### src/rtl/krl_pkg.sv
`timescale 1ns / 1ps
`default_nettype none
// krl_pkg: shared widths, reset values, codes and ALU request/response types
// for the knock rhythm lock. No dependencies.

package krl_pkg;

  localparam int unsigned DATA_W    = 16;
  localparam int unsigned SCALE_W   = 8;
  localparam int unsigned STEP_W    = 3;
  localparam int unsigned CFG_IDX_W = 3;
  // product of 8-bit scale and 16-bit key, plus one carry bit for scaled + tolerance
  localparam int unsigned ALU_W     = 25;

  localparam int unsigned KEY_STEPS_DEF     = 5;
  localparam int unsigned FRACTION_BITS_DEF = 4;

  localparam logic [DATA_W-1:0] TOLERANCE_RST = 16'd450;
  localparam logic [DATA_W-1:0] TIMEOUT_RST   = 16'd375;
  localparam logic [DATA_W-1:0] KEY1_RST      = 16'd6000;
  localparam logic [DATA_W-1:0] KEY2_RST      = 16'd6000;
  localparam logic [DATA_W-1:0] KEY3_RST      = 16'd3000;
  localparam logic [DATA_W-1:0] KEY4_RST      = 16'd3000;

  localparam logic [ALU_W-1:0] UPPER_LIMIT = 25'd32768;

  typedef enum logic [CFG_IDX_W-1:0] {
    REG_TOLERANCE = 3'd0,
    REG_TIMEOUT   = 3'd1,
    REG_KEY1      = 3'd2,
    REG_KEY2      = 3'd3,
    REG_KEY3      = 3'd4,
    REG_KEY4      = 3'd5
  } cfg_reg_e;

  typedef enum logic [1:0] {
    OUTC_NONE   = 2'd0,
    OUTC_STEP   = 2'd1,
    OUTC_UNLOCK = 2'd2,
    OUTC_REJECT = 2'd3
  } outcome_e;

  typedef enum logic {
    MODE_KNOCK = 1'b0,
    MODE_TICK  = 1'b1
  } mode_e;

  typedef enum logic {
    ALU_ADD = 1'b0,
    ALU_SUB = 1'b1
  } alu_op_e;

  typedef struct packed {
    logic [ALU_W-1:0] a;
    logic [ALU_W-1:0] b;
    alu_op_e          op;
  } alu_req_t;

  // carry is "no borrow" (a >= b) for a subtract
  typedef struct packed {
    logic [ALU_W-1:0] sum;
    logic             carry;
  } alu_rsp_t;

endpackage

`default_nettype wire

### src/rtl/krl_alu.sv
`timescale 1ns / 1ps
`default_nettype none
// krl_alu: shared add/subtract unit of the knock lock sequencer.
// Depends on krl_pkg for the request/response types.

module krl_alu (
  input  krl_pkg::alu_req_t req_i,
  output krl_pkg::alu_rsp_t rsp_o
);
  import krl_pkg::*;

  logic             is_sub;
  logic [ALU_W-1:0] b_eff;
  logic [ALU_W:0]   total;

  assign is_sub = (req_i.op == ALU_SUB);
  assign b_eff  = is_sub ? ~req_i.b : req_i.b;
  assign total  = {1'b0, req_i.a} + {1'b0, b_eff} + {{ALU_W{1'b0}}, is_sub};

  assign rsp_o.sum   = total[ALU_W-1:0];
  assign rsp_o.carry = total[ALU_W];

endmodule

`default_nettype wire

### src/rtl/knock_rhythm_lock_matcher.sv
`timescale 1ns / 1ps
`default_nettype none
// knock_rhythm_lock_matcher: tempo-tolerant secret-knock lock, top level.
// Depends on krl_pkg and krl_alu (one shared adder/subtractor).
//
// Input channel (in_valid_i / in_stall_o): one item is a knock (mode_i = 0,
// interval_i = timer counts since the previous knock) or a timer tick.
// Every item yields one result item on out_valid_o / out_stall_i: outcome,
// unlock drive, alarm LED, failure count and the current tempo scale (4.4 if FRACTION_BITS = 4).
// Items are handled one at a time; in_stall_o is high while an item is in work.
// Work per item, from accept to result valid, with F = FRACTION_BITS:
//   tick or first knock of a sequence:  straight to the final step
//   knock at steps 2 and later:        8 multiply steps, then the bound checks
//   knock at step 1:                   16 + F divide steps first, then as above
// Every step iterates on the shared 25-bit adder/subtractor. The next item
// is taken only once the result is written, never before the previous one is
// through. A stalled receiver holds the result register; the next item may be
// taken meanwhile and its result waits in the final step until the register
// frees. Reset (rst_ni low, async) restores the default registers and clears
// the sequence, lockout, failures, scale and unlock/alarm flags. Configuration
// writes take effect at once; the user must make them only while idle, as the
// block does not enforce this. Indexes past 5 are ignored.

module knock_rhythm_lock_matcher #(
  parameter int unsigned KEY_STEPS     = krl_pkg::KEY_STEPS_DEF,
  parameter int unsigned FRACTION_BITS = krl_pkg::FRACTION_BITS_DEF
) (
  input  wire                              clk_i,
  input  wire                              rst_ni,
  // configuration
  input  wire                              cfg_we_i,
  input  wire [krl_pkg::CFG_IDX_W-1:0]     cfg_index_i,
  input  wire [krl_pkg::DATA_W-1:0]        cfg_wdata_i,
  // input items
  input  wire                              in_valid_i,
  output logic                             in_stall_o,
  input  wire                              mode_i,
  input  wire [krl_pkg::DATA_W-1:0]        interval_i,
  // result items
  output logic                             out_valid_o,
  input  wire                              out_stall_i,
  output logic [1:0]                       outcome_o,
  output logic                             unlock_drive_o,
  output logic                             alarm_led_o,
  output logic [krl_pkg::DATA_W-1:0]       failures_o,
  output logic [krl_pkg::SCALE_W-1:0]      tempo_scale_o
);
  import krl_pkg::*;

  localparam int unsigned DivW = DATA_W + FRACTION_BITS;  // dividend bits
  localparam int unsigned CntW = $clog2(DivW);

  typedef enum logic [7:0] {
    S_IDLE   = 8'b0000_0001,
    S_DIV    = 8'b0000_0010,
    S_MUL    = 8'b0000_0100,
    S_LO_SUB = 8'b0000_1000,
    S_LO_CMP = 8'b0001_0000,
    S_HI_ADD = 8'b0010_0000,
    S_HI_CMP = 8'b0100_0000,
    S_DONE   = 8'b1000_0000
  } state_e;

  function automatic logic [ALU_W-1:0] zext(input logic [DATA_W-1:0] v);
    return {{(ALU_W-DATA_W){1'b0}}, v};
  endfunction

  // configuration registers
  logic [DATA_W-1:0] tol_q, timeout_q, key1_q, key2_q, key3_q, key4_q;

  // sequencer and work registers
  state_e              state_q, state_d;
  logic [CntW-1:0]     cnt_q, cnt_d;
  logic                mode_q, mode_d;
  logic [DATA_W-1:0]   interval_q, interval_d;
  logic [DATA_W:0]     rem_q, rem_d;
  logic [DivW-1:0]     quo_q, quo_d;        // quotient, then multiplier bits
  logic [ALU_W-1:0]    prod_q, prod_d;
  logic [ALU_W-1:0]    tmp_q, tmp_d;
  logic                low_ok_q, low_ok_d;
  logic                high_ok_q, high_ok_d;

  // lock state
  logic [STEP_W-1:0]   step_q, step_d;
  logic                lockout_q, lockout_d;
  logic [DATA_W-1:0]   fail_q, fail_d;
  logic [SCALE_W-1:0]  scale_q, scale_d;
  logic [DATA_W-1:0]   silence_q, silence_d;
  logic                unlock_q, unlock_d;
  logic                alarm_q, alarm_d;

  // output register
  logic                out_valid_q, out_valid_d;
  outcome_e            outcome_q, outcome_d;
  logic                out_unlock_q, out_unlock_d;
  logic                out_alarm_q, out_alarm_d;
  logic [DATA_W-1:0]   out_fail_q, out_fail_d;
  logic [SCALE_W-1:0]  out_scale_q, out_scale_d;

  // datapath
  alu_req_t            alu_req;
  alu_rsp_t            alu_rsp;
  logic [DATA_W-1:0]   key_n;
  logic [ALU_W-1:0]    scaled;
  logic [ALU_W-1:0]    interval_x;
  logic [DATA_W:0]     div_shift;
  logic [DivW-1:0]     quo_next;
  logic                out_free;
  logic                pass;

  krl_alu u_alu (
    .req_i (alu_req),
    .rsp_o (alu_rsp)
  );

  // key entry for the current step
  always_comb begin
    case (step_q)
      STEP_W'(1): key_n = key1_q;
      STEP_W'(2): key_n = key2_q;
      STEP_W'(3): key_n = key3_q;
      STEP_W'(4): key_n = key4_q;
      default:    key_n = '0;
    endcase
  end

  assign scaled     = prod_q >> FRACTION_BITS;
  assign interval_x = zext(interval_q);
  assign div_shift  = {rem_q[DATA_W-1:0], quo_q[DivW-1]};
  assign quo_next   = {quo_q[DivW-2:0], alu_rsp.carry};
  assign out_free   = !out_valid_q || !out_stall_i;

  // operand select for the shared unit
  always_comb begin
    alu_req.a  = '0;
    alu_req.b  = '0;
    alu_req.op = ALU_ADD;
    case (state_q)
      S_DIV: begin
        alu_req.a  = {{(ALU_W-DATA_W-1){1'b0}}, div_shift};
        alu_req.b  = zext(key1_q);
        alu_req.op = ALU_SUB;
      end
      S_MUL: begin
        alu_req.a  = {prod_q[ALU_W-2:0], 1'b0};
        alu_req.b  = quo_q[DivW-1] ? zext(key_n) : '0;
        alu_req.op = ALU_ADD;
      end
      S_LO_SUB: begin
        alu_req.a  = scaled;
        alu_req.b  = zext(tol_q);
        alu_req.op = ALU_SUB;
      end
      S_LO_CMP: begin
        alu_req.a  = interval_x;
        alu_req.b  = tmp_q;
        alu_req.op = ALU_SUB;
      end
      S_HI_ADD: begin
        alu_req.a  = scaled;
        alu_req.b  = zext(tol_q);
        alu_req.op = ALU_ADD;
      end
      S_HI_CMP: begin
        alu_req.a  = tmp_q;
        alu_req.b  = interval_x;
        alu_req.op = ALU_SUB;
      end
      default: begin
        alu_req.a  = '0;
        alu_req.b  = '0;
        alu_req.op = ALU_ADD;
      end
    endcase
  end

  // sequencer
  always_comb begin
    state_d      = state_q;
    cnt_d        = cnt_q;
    mode_d       = mode_q;
    interval_d   = interval_q;
    rem_d        = rem_q;
    quo_d        = quo_q;
    prod_d       = prod_q;
    tmp_d        = tmp_q;
    low_ok_d     = low_ok_q;
    high_ok_d    = high_ok_q;
    step_d       = step_q;
    lockout_d    = lockout_q;
    fail_d       = fail_q;
    scale_d      = scale_q;
    silence_d    = silence_q;
    unlock_d     = unlock_q;
    alarm_d      = alarm_q;
    out_valid_d  = out_valid_q && out_stall_i;
    outcome_d    = outcome_q;
    out_unlock_d = out_unlock_q;
    out_alarm_d  = out_alarm_q;
    out_fail_d   = out_fail_q;
    out_scale_d  = out_scale_q;
    pass         = 1'b0;

    case (state_q)
      S_IDLE: begin
        if (in_valid_i) begin
          mode_d     = mode_i;
          interval_d = interval_i;
          cnt_d      = '0;
          if (mode_i == MODE_KNOCK && step_q != '0) begin
            if (step_q == STEP_W'(1)) begin
              // new tempo: (interval << F) / key1
              rem_d   = '0;
              quo_d   = {interval_i, {FRACTION_BITS{1'b0}}};
              state_d = S_DIV;
            end else begin
              prod_d  = '0;
              quo_d   = {scale_q, {(DivW-SCALE_W){1'b0}}};
              state_d = S_MUL;
            end
          end else begin
            state_d = S_DONE;
          end
        end
      end
      S_DIV: begin
        // restoring division step; a zero key yields an all-ones quotient
        rem_d = alu_rsp.carry ? alu_rsp.sum[DATA_W:0] : div_shift;
        quo_d = quo_next;
        cnt_d = cnt_q + CntW'(1);
        if (cnt_q == CntW'(DivW-1)) begin
          scale_d = quo_next[SCALE_W-1:0];
          quo_d   = {quo_next[SCALE_W-1:0], {(DivW-SCALE_W){1'b0}}};
          prod_d  = '0;
          cnt_d   = '0;
          state_d = S_MUL;
        end
      end
      S_MUL: begin
        // shift-add, multiplier bits MSB first
        prod_d = alu_rsp.sum;
        quo_d  = quo_q << 1;
        cnt_d  = cnt_q + CntW'(1);
        if (cnt_q == CntW'(SCALE_W-1)) begin
          state_d = S_LO_SUB;
        end
      end
      S_LO_SUB: begin
        if (alu_rsp.carry) begin
          tmp_d   = alu_rsp.sum;   // scaled - tolerance
          state_d = S_LO_CMP;
        end else begin
          low_ok_d = 1'b1;         // scaled below tolerance: no lower bound
          state_d  = S_HI_ADD;
        end
      end
      S_LO_CMP: begin
        low_ok_d = alu_rsp.carry;
        state_d  = S_HI_ADD;
      end
      S_HI_ADD: begin
        tmp_d   = alu_rsp.sum;     // scaled + tolerance
        state_d = S_HI_CMP;
      end
      S_HI_CMP: begin
        // upper check skipped when the bound passes 2^15
        high_ok_d = (tmp_q > UPPER_LIMIT) || alu_rsp.carry;
        state_d   = S_DONE;
      end
      S_DONE: begin
        if (out_free) begin
          if (mode_q == MODE_TICK) begin
            outcome_d = OUTC_NONE;
            if (silence_q < timeout_q) begin
              silence_d = silence_q + DATA_W'(1);
            end else begin
              alarm_d   = lockout_q;
              silence_d = '0;
              step_d    = '0;
              lockout_d = 1'b0;
            end
          end else begin
            silence_d = '0;
            unlock_d  = 1'b0;
            alarm_d   = 1'b0;
            pass = (step_q == '0) ? !lockout_q : (low_ok_q && high_ok_q);
            if (pass) begin
              if (step_q < STEP_W'(KEY_STEPS - 1)) begin
                step_d    = step_q + STEP_W'(1);
                outcome_d = OUTC_STEP;
              end else begin
                unlock_d  = 1'b1;
                step_d    = '0;
                fail_d    = '0;
                outcome_d = OUTC_UNLOCK;
              end
            end else begin
              step_d    = '0;
              lockout_d = 1'b1;
              fail_d    = fail_q + DATA_W'(1);
              outcome_d = OUTC_REJECT;
            end
          end
          out_valid_d  = 1'b1;
          out_unlock_d = unlock_d;
          out_alarm_d  = alarm_d;
          out_fail_d   = fail_d;
          out_scale_d  = scale_q;
          state_d      = S_IDLE;
        end
      end
      default: begin
        state_d = S_IDLE;
      end
    endcase
  end

  // configuration registers
  always_ff @(posedge clk_i or negedge rst_ni) begin
    if (!rst_ni) begin
      tol_q     <= TOLERANCE_RST;
      timeout_q <= TIMEOUT_RST;
      key1_q    <= KEY1_RST;
      key2_q    <= KEY2_RST;
      key3_q    <= KEY3_RST;
      key4_q    <= KEY4_RST;
    end else if (cfg_we_i) begin
      case (cfg_reg_e'(cfg_index_i))
        REG_TOLERANCE: tol_q     <= cfg_wdata_i;
        REG_TIMEOUT:   timeout_q <= cfg_wdata_i;
        REG_KEY1:      key1_q    <= cfg_wdata_i;
        REG_KEY2:      key2_q    <= cfg_wdata_i;
        REG_KEY3:      key3_q    <= cfg_wdata_i;
        REG_KEY4:      key4_q    <= cfg_wdata_i;
        default: ;
      endcase
    end
  end

  // control and lock state
  always_ff @(posedge clk_i or negedge rst_ni) begin
    if (!rst_ni) begin
      state_q     <= S_IDLE;
      cnt_q       <= '0;
      step_q      <= '0;
      lockout_q   <= 1'b0;
      fail_q      <= '0;
      scale_q     <= '0;
      silence_q   <= '0;
      unlock_q    <= 1'b0;
      alarm_q     <= 1'b0;
      out_valid_q <= 1'b0;
    end else begin
      state_q     <= state_d;
      cnt_q       <= cnt_d;
      step_q      <= step_d;
      lockout_q   <= lockout_d;
      fail_q      <= fail_d;
      scale_q     <= scale_d;
      silence_q   <= silence_d;
      unlock_q    <= unlock_d;
      alarm_q     <= alarm_d;
      out_valid_q <= out_valid_d;
    end
  end

  // payload and work registers
  always_ff @(posedge clk_i) begin
    mode_q       <= mode_d;
    interval_q   <= interval_d;
    rem_q        <= rem_d;
    quo_q        <= quo_d;
    prod_q       <= prod_d;
    tmp_q        <= tmp_d;
    low_ok_q     <= low_ok_d;
    high_ok_q    <= high_ok_d;
    outcome_q    <= outcome_d;
    out_unlock_q <= out_unlock_d;
    out_alarm_q  <= out_alarm_d;
    out_fail_q   <= out_fail_d;
    out_scale_q  <= out_scale_d;
  end

  assign in_stall_o     = (state_q != S_IDLE);
  assign out_valid_o    = out_valid_q;
  assign outcome_o      = outcome_q;
  assign unlock_drive_o = out_unlock_q;
  assign alarm_led_o    = out_alarm_q;
  assign failures_o     = out_fail_q;
  assign tempo_scale_o  = out_scale_q;

`ifndef SYNTH
  a_accept_busy: assert property (@(posedge clk_i) disable iff (!rst_ni)
    (in_valid_i && !in_stall_o) |=> (state_q != S_IDLE))
    else $error("accepted item did not start work");

  a_result_from_done: assert property (@(posedge clk_i) disable iff (!rst_ni)
    $rose(out_valid_q) |-> $past(state_q == S_DONE))
    else $error("result appeared outside the final step");

  a_step_range: assert property (@(posedge clk_i) disable iff (!rst_ni)
    step_q < STEP_W'(KEY_STEPS))
    else $error("step index beyond key length");

  a_unlock_clean: assert property (@(posedge clk_i) disable iff (!rst_ni)
    unlock_q |-> ((fail_q == '0) && (step_q == '0)))
    else $error("unlocked with pending failures or sequence");

  a_alarm_no_lockout: assert property (@(posedge clk_i) disable iff (!rst_ni)
    alarm_q |-> !lockout_q)
    else $error("alarm lit while lockout still set");
`endif

endmodule

`default_nettype wire
### config.mk
export PLATFORM = sky130hd
export DESIGN_NAME = knock_rhythm_lock_matcher
export DESIGN_NICKNAME = d
export VERILOG_FILES = /design/src/rtl/krl_pkg.sv /design/src/rtl/krl_alu.sv /design/src/rtl/knock_rhythm_lock_matcher.sv
export SDC_FILE = /design/constraint.sdc
export NUM_CORES = 1
export LEC_CHECK = 0
export BUFFER_PORTS_ARGS = -buffer_cell sky130_fd_sc_hd__buf_2
export CAP_MARGIN = 20
export CORE_MARGIN = 1
export CORE_UTILIZATION = 50
export CTS_BUF_LIST = sky130_fd_sc_hd__clkbuf_16
export DETAILED_ROUTE_END_ITERATION = 6
export PLACE_DENSITY_LB_ADDON = 0.15
export RECOVER_POWER = 50
export REMOVE_ABC_BUFFERS = 1
export SYNTH_ARGS = -nofsm -noshare
export SYNTH_HDL_FRONTEND = slang
export SYNTH_SLANG_ARGS = --single-unit
### constraint.sdc
create_clock -name clk_i -period 6.94 [get_ports clk_i]
set_input_delay 0 -clock clk_i [delete_from_list [all_inputs] [get_ports clk_i]]
set_output_delay 0 -clock clk_i [all_outputs]
set_load 0.02 [all_outputs]
== After elaboration in Yosys (flattened, before gate mapping) ==
Index checks and enable logic that the tools add are counted.
Storage, ports and cells
  output and inout port bits: 30
  flip-flop bits (word level): 289
  input bits: 41
Cells by class
  eq/ne operators: 31
  reduce and logical (&&, ||, !) cells: 33
  muxes and demuxes: 56
  $lt $le $gt $ge: 3
  add/sub/neg operators: 6
  bitwise operators: 2
Operators with widths (number)
  51-bit case mux with 6 select lines: 1
  16-bit two-way mux: 10
  25-bit two-way mux: 6
  20-bit two-way mux: 4
  25-bit case mux with 3 select lines: 1
  16-bit case mux with 4 select lines: 1
  8-bit case mux with 8 select lines: 1
  20-bit case mux with 3 select lines: 1
  25-bit case mux with 2 select lines: 1
  8-bit two-way mux: 5
  16-bit by 1-bit adder with 16-bit output, second input constant: 2
  16-bit case mux with 2 select lines: 1
  25-bit by 25-bit adder with 26-bit output: 1
  26-bit by 1-bit adder with 26-bit output: 1
  25-bit by 16-bit > comparator with 1-bit output, second input constant: 1
  25-bit inverter: 1
  2-bit AND reduction: 12
  2-bit != test, second input constant: 10
  16-bit less-than comparator: 1
  3-bit two-way mux: 5
  5-bit case mux with 3 select lines: 1
  3-bit by 2-bit equality test with 1-bit output, second input constant: 4
  1-bit two-way mux: 12
  4-bit AND reduction: 3
  30 further kinds: 45

== Depth between registers and ports, before layout ==
  word-level depth: 10
  depth in mapped cells: 21
  mapped depth without buffers: 18

== Modules after synthesis ==
From an unflattened synthesis, not the netlist that was laid out.
Unflattened totals
  cell total of the unflattened synthesis: 1369
  area, all modules: 15373.5 sq um
By module, submodules not included
  knock_rhythm_lock_matcher: area an instance 13774.5 sq um, sequential area each 7947.6 sq um, times used 1, cells each 1144
  krl_alu: area an instance 1599.0 sq um, sequential area each 0.0 sq um, times used 1, cells each 225

== Worst setup path before layout ==
No wires, ideal clock.
  path type: reg2reg
  start point: register state_q[0]
  end point: register tmp_q[0], enable pin
  arrival time: 5.130 ns
  slack: 1.394 ns
  library setup time: 0.416 ns
  stages on the path, launching flop included: 19
  data required time: 6.524 ns
  cell sequence: dfstp_2 nor4_2 and2_1 nand2_1 nand2_1 nor3_1 clkbuf_1 xnor2_1 ha_1 clkbuf_1 nand2_1 o21ai_0 or3_1 nand2b_1 o41a_1 and3_4 o21a_1 nor2_2 o22ai_1
On the way
  longest elaborated chain between the ends: 8
  elaborated cells on any way between the ends: 14
  those cells by class: 2 x add/sub; 7 x eq/ne; 2 x mux; 1 x bitwise; 2 x reduce/logical
Ends and longest elaborated chain
  start: declaration: RTL line knock_rhythm_lock_matcher.sv:72  | state_e state_q, state_d;
  start signal: assignment: RTL line knock_rhythm_lock_matcher.sv:354  | state_q <= state_d;
  8-bit by 7-bit equality test with 1-bit output (tied with other cells): RTL line knock_rhythm_lock_matcher.sv:138  | case (state_q)
  51-bit case mux with 6 select lines: RTL line knock_rhythm_lock_matcher.sv:138
  25-bit inverter: RTL line krl_alu.sv:17  | assign b_eff = is_sub ? ~req_i.b : req_i.b;
  25-bit two-way mux: RTL line krl_alu.sv:17
  25-bit by 25-bit adder with 26-bit output: RTL line krl_alu.sv:18  | assign total = {1'b0, req_i.a} + {1'b0, b_eff} + {{ALU_W{1'b0}}, is_sub};
  26-bit by 1-bit adder with 26-bit output: RTL line krl_alu.sv:18
  2-bit by 1-bit != test with 1-bit output (no source line)
  2-bit AND reduction (no source line) (*)
  end signal: assignment: RTL line knock_rhythm_lock_matcher.sv:374  | tmp_q <= tmp_d;
  end: declaration: RTL line knock_rhythm_lock_matcher.sv:79  | logic [ALU_W-1:0] tmp_q, tmp_d;
Every way passes the cells marked *; elsewhere a longest branch is shown, timed or not.
A chain may end at the register's enable or synchronous reset.

== Worst setup path in the final report ==
  start point: register state_q[5]
  end point: register tmp_q[22], enable pin
The elaborated chain is that of the path after synthesis.

==> implementation parameters <==
Parameter                              Value

GRT
  Number of global-route vias before repair    10996
  All-Layer GR Usage    0.246
  Global route overflow    0
  Wire length of the first global-routing pass    60200 µm
  Antenna violations before repair    0
  Pin count of the biggest net entering global routing    84

Drt
  Remaining antenna violation count after routing    0
  Final wirelength    36800 µm
  Total via count after detailed routing    11123
  Via/cell ratio    6.08
  Drt initial violations    967
  Routed len/inst    20.1 µm
  Pre-Repair DR Iteration Count    7
  DR DRC count    5

Job
  Number of max-cap violations    2

Worst setup path
  Max stage delay on crit path    a little over 0.6 ns
  Type of element capturing the critical path    register
  Kind of start point of the critical path    register
  Worst Path Arrival    6.34 ns
  Origin of the worst setup path    state_q[5]
  Cell chain of the critical path    nor4_1 > and4b_1 > buf_4 > a22o_1 > a221oi_1 > o21ai_0 > xnor2_1 > ha_1 > a211oi_1 > nor2_1 > or4_1 > a31oi_1 > nor2b_1 > o41a_1 > and3_4 > o21a_1 > nor2_2 > o22ai_2 > buf_4
  Worst flop-to-flop path startpoint    state_q[5]
  Cell depth of the worst flop-to-flop path    19
  Slack of the worst reg-to-reg path    0.81 ns
  Capturing element of the worst setup path    tmp_q[22]
  Slowest cell on the critical path    sky130_fd_sc_hd__nor4_1
  Buf/Inv on CP    2
  Top cell family by delay on the critical path    simple AND/OR/NAND/NOR gates
  Capture point of the worst reg-to-reg path    tmp_q[22]
  Cell depth of the worst setup path    19
  Most frequent cell on the critical path    sky130_fd_sc_hd__buf_4
  Setup Crit Path Kind    register to register
  Crit path max fanout    39
  Required time worst endpoint    7.15 ns

Yosys
  Proportion of synthesized chip area in sequential cells    0.533
  Post-synth top flop    sky130_fd_sc_hd__edfxtp_1
  Number of enable flip-flop cells after synthesis    133
  Warnings from Yosys    0
  Post-synthesis sequential element count    289
  Per-instance average area after synthesis    11.2 µm²
  Distinct cells, synth    72
  Post-synthesis async set-or-reset flop share    0.540
  Mapped cell area    0.0149 mm²
  Post-Syn Instances    1326

Timing
  Endpoints failing setup    0
  Unrepaired setup endpoints after global routing    false
  Clk_skew    approximately 0.021 ns
  Number of hold violations in the final report    1
  Crit share post-route    0.883
  Normalized max-slew margin    -2.08
  Period minus WS final    6.13 ns
  Maximum clock rate    0.163 GHz
  WHS    -0.0242 ns
  Transition time at the pin with the least slew margin    approximately 4.6 ns
  Number of max-slew violations in the final report    159

Final layout
  Number of antenna repair diodes    0
  Number of nets in the finished design    about 1500
  Area Growth Syn to Fin    14.8%
  Ratio of cells with drive above 1 in the final layout    0.171

Floorplan
  Rows    62
  Chip height    between 150 and 200 µm
  Horizontal extent of the die    175 µm
  Starting utilization of the core area    0.514
  Die area    approximately 0.031 mm²
  Number of top-level pins    71
  CORE AREA    between 0.02 and 0.03 mm²

Worst hold path
  Worst hold-check path type    input pin to register

CTS
  Buffer cell driving the clock tree root    sky130_fd_sc_hd__clkbuf_16
  Count of H-tree levels built during CTS    2
  Clock tree from TritonCTS    yes
  Number of sinks handled by clock tree synthesis    289
  Clk buf depth    3
  Resized Gates After CTS    0
  CTS Buf Count    34
  Clock insertion delay at the later pin of the skew report    between 0.5 and 0.6 ns
  CTS clock-pin slew for the worst setup and hold paths    0.06 ns

Placed design
  Final GP Congestion    0.933
  Port bufs    70
  DPL Wire Length    25500 µm

Power and ir drop
  Pwr per Cell Area    302 mW/mm²
  Largest voltage drop on the vdd net    0.251 mV
  Static Leak    7.01 nW
  Power after layout    0.00518 W

Run status
  Status    complete, but fails checks
  Violations in the final reports    DRC, hold timing, capacitance limit, slew limit
## power by group
part           internal [W]  leakage [nW]  switching, W
registers           0.00219          3.17      0.000214
logic              0.000368          3.26      0.000614
clock network       0.00110         0.582      0.000700
## cell usage after synthesis (3+ instances only)
master                     instances  share of area
sky130_fd_sc_hd__and4b_1           3         0.0020
sky130_fd_sc_hd__a31oi_1          10         0.0042
sky130_fd_sc_hd__mux2i_1           4         0.0027
sky130_fd_sc_hd__nor3_1           20         0.0067
sky130_fd_sc_hd__a221oi_1         30          0.018
sky130_fd_sc_hd__o21ai_1           9         0.0030
sky130_fd_sc_hd__nand2b_1          8         0.0034
sky130_fd_sc_hd__a222oi_1         20          0.013
sky130_fd_sc_hd__inv_1            34         0.0086
sky130_fd_sc_hd__a22o_1           57          0.033
sky130_fd_sc_hd__nand4_1          15         0.0063
sky130_fd_sc_hd__and2_1           34          0.014
sky130_fd_sc_hd__and3_1            9         0.0038
sky130_fd_sc_hd__a211oi_1          6         0.0030
sky130_fd_sc_hd__xor2_1           12         0.0070
sky130_fd_sc_hd__a21o_1           20          0.010
sky130_fd_sc_hd__clkbuf_1         63          0.016
sky130_fd_sc_hd__nor2b_1          12         0.0050
sky130_fd_sc_hd__o21ai_0          72          0.024
sky130_fd_sc_hd__ha_1             46          0.039
sky130_fd_sc_hd__nand4b_1          4         0.0023
sky130_fd_sc_hd__buf_1             4         0.0010
sky130_fd_sc_hd__a221o_1           9         0.0060
sky130_fd_sc_hd__o31ai_1           6         0.0030
sky130_fd_sc_hd__or2_2             6         0.0025
sky130_fd_sc_hd__o21bai_1         10         0.0050
sky130_fd_sc_hd__a21oi_1          71          0.024
sky130_fd_sc_hd__edfxtp_1        133           0.27
sky130_fd_sc_hd__dfrtp_1         116           0.19
sky130_fd_sc_hd__mux2_2           93          0.070
sky130_fd_sc_hd__o21a_1            4         0.0020
sky130_fd_sc_hd__nor2_1           56          0.014
sky130_fd_sc_hd__dfstp_2          40          0.070
sky130_fd_sc_hd__a22oi_1          17         0.0086
sky130_fd_sc_hd__nand2_1         139          0.035
sky130_fd_sc_hd__buf_6             3         0.0023
sky130_fd_sc_hd__or4_1             5         0.0025
sky130_fd_sc_hd__xnor2_1          33          0.019
sky130_fd_sc_hd__nor4_1            6         0.0025
sky130_fd_sc_hd__nor4b_1           3         0.0018
sky130_fd_sc_hd__nor3_2            5         0.0034
sky130_fd_sc_hd__nand3_1          38          0.013
sky130_fd_sc_hd__o22ai_1           3         0.0013
## sequential cells by signal, indices dropped and copies added (netlist names), 8 cells and up
name           count
fail_q            16
failures_o        16
interval_q        16
key1_q            16
key2_q            16
key3_q            16
key4_q            16
prod_q            25
quo_q             20
rem_q             16
scale_q            8
silence_q         16
state_q            8
tempo_scale_o      8
timeout_q         16
tmp_q             25
tol_q             16
## routing by layer
| layer | up-vias | track usage | wire length [µm] |
|---|---|---|---|
| met5 | - | 0 | 0 |
| met4 | 0 | 0.0678 | 772 |
| met3 | 55 | 0.0331 | 2030 |
| met2 | 328 | 0.401 | 17300 |
| met1 | 5538 | 0.346 | 16700 |
| li1 | 5202 | - | - |
## stage by stage
stage / std cells / utilization / cell area, µm² / setup TNS [ns] / worst slack, ns
2_1_floorplan: 1255 / - / 14600 / -4.61 / -0.184
3_3_place_gp: 1733 / 0.542 / 15700 / 0 / 1.31
3_5_place_dp: 1733 / 0.542 / 15700 / 0 / 1.15
4_1_cts: 1829 / 0.593 / 17200 / 0 / 1.06
5_1_grt: 1830 / 0.590 / 17100 / 0 / 0.425
6_report: 1830 / 0.590 / 17100 / 0 / 0.810
## final cells by class
| class | instances | area [µm²] |
|---|---|---|
| clock inverter | 22 | 186 |
| inverter | 36 | 135 |
| multi-input combinational | 930 | 6590 |
| fill | 2485 | 11900 |
| tap | 384 | 480 |
| clock buffer | 38 | 951 |
| sequential | 289 | 7950 |
| timing repair buffer | 131 | 836 |
## worst min-delay path by stage
stage                   startpoint       endpoint  slack [ns]  depth (start not counted)
floorplan                   rst_ni        alarm_q       -0.30                          0
global placement            rst_ni  timeout_q[13]        0.12                          1
detailed placement          rst_ni  timeout_q[13]        0.12                          1
CTS                 cfg_index_i[0]      key1_q[1]        0.07                          3
global route        cfg_index_i[2]     key1_q[13]       -0.01                          3
finish              cfg_index_i[2]     key1_q[13]       -0.02                          3
## timing repair
item                      in CTS  in global routing
buffers inserted               0                  0
hold endpoints to repair     194                  0
hold buffers                  36                  0
## cell usage in the layout, fill, tap and decap left out, drive strengths merged, types with 10 or more instances in the layout
cell type / Yosys / final
and2: 35 / 35
inv: 34 / 44
a221oi: 30 / 30
a222oi: 20 / 20
a22o: 57 / 57
buf: 8 / 45
a31oi: 10 / 10
a22oi: 17 / 17
a21o: 20 / 20
nand4: 15 / 15
mux2: 93 / 93
xnor2: 33 / 33
nor2b: 12 / 12
nand2: 140 / 140
nor3: 26 / 26
o21ai: 82 / 82
nor2: 57 / 57
xor2: 12 / 12
dlygate4sd3: 0 / 36
edfxtp: 133 / 133
ha: 46 / 46
clkbuf: 63 / 88
nand3: 38 / 38
dfstp: 40 / 40
dfrtp: 116 / 116
a21oi: 72 / 72
clkinv: 2 / 10
and3: 10 / 10
o21bai: 10 / 10
## tightest hold or removal path: cells and delay by family
kind / cells / cell delay, ns
multiplexers: 1 / 0.21
buffers and inverters: 1 / 0.15
AND/OR/NAND/NOR: 1 / 0.07
## kinds of logic after synthesis
logic type / after synthesis / share of synthesized area
AND/OR/NAND/NOR: 382 / 0.131
flip-flops: 289 / 0.533
XOR/XNOR: 45 / 0.0264
AO/OA/AOI/OAI: 359 / 0.168
adder cells (fa/ha/maj): 47 / 0.0399
buffers and inverters: 107 / 0.0285
multiplexers: 97 / 0.0729
(Power assumes the default switching activity.)
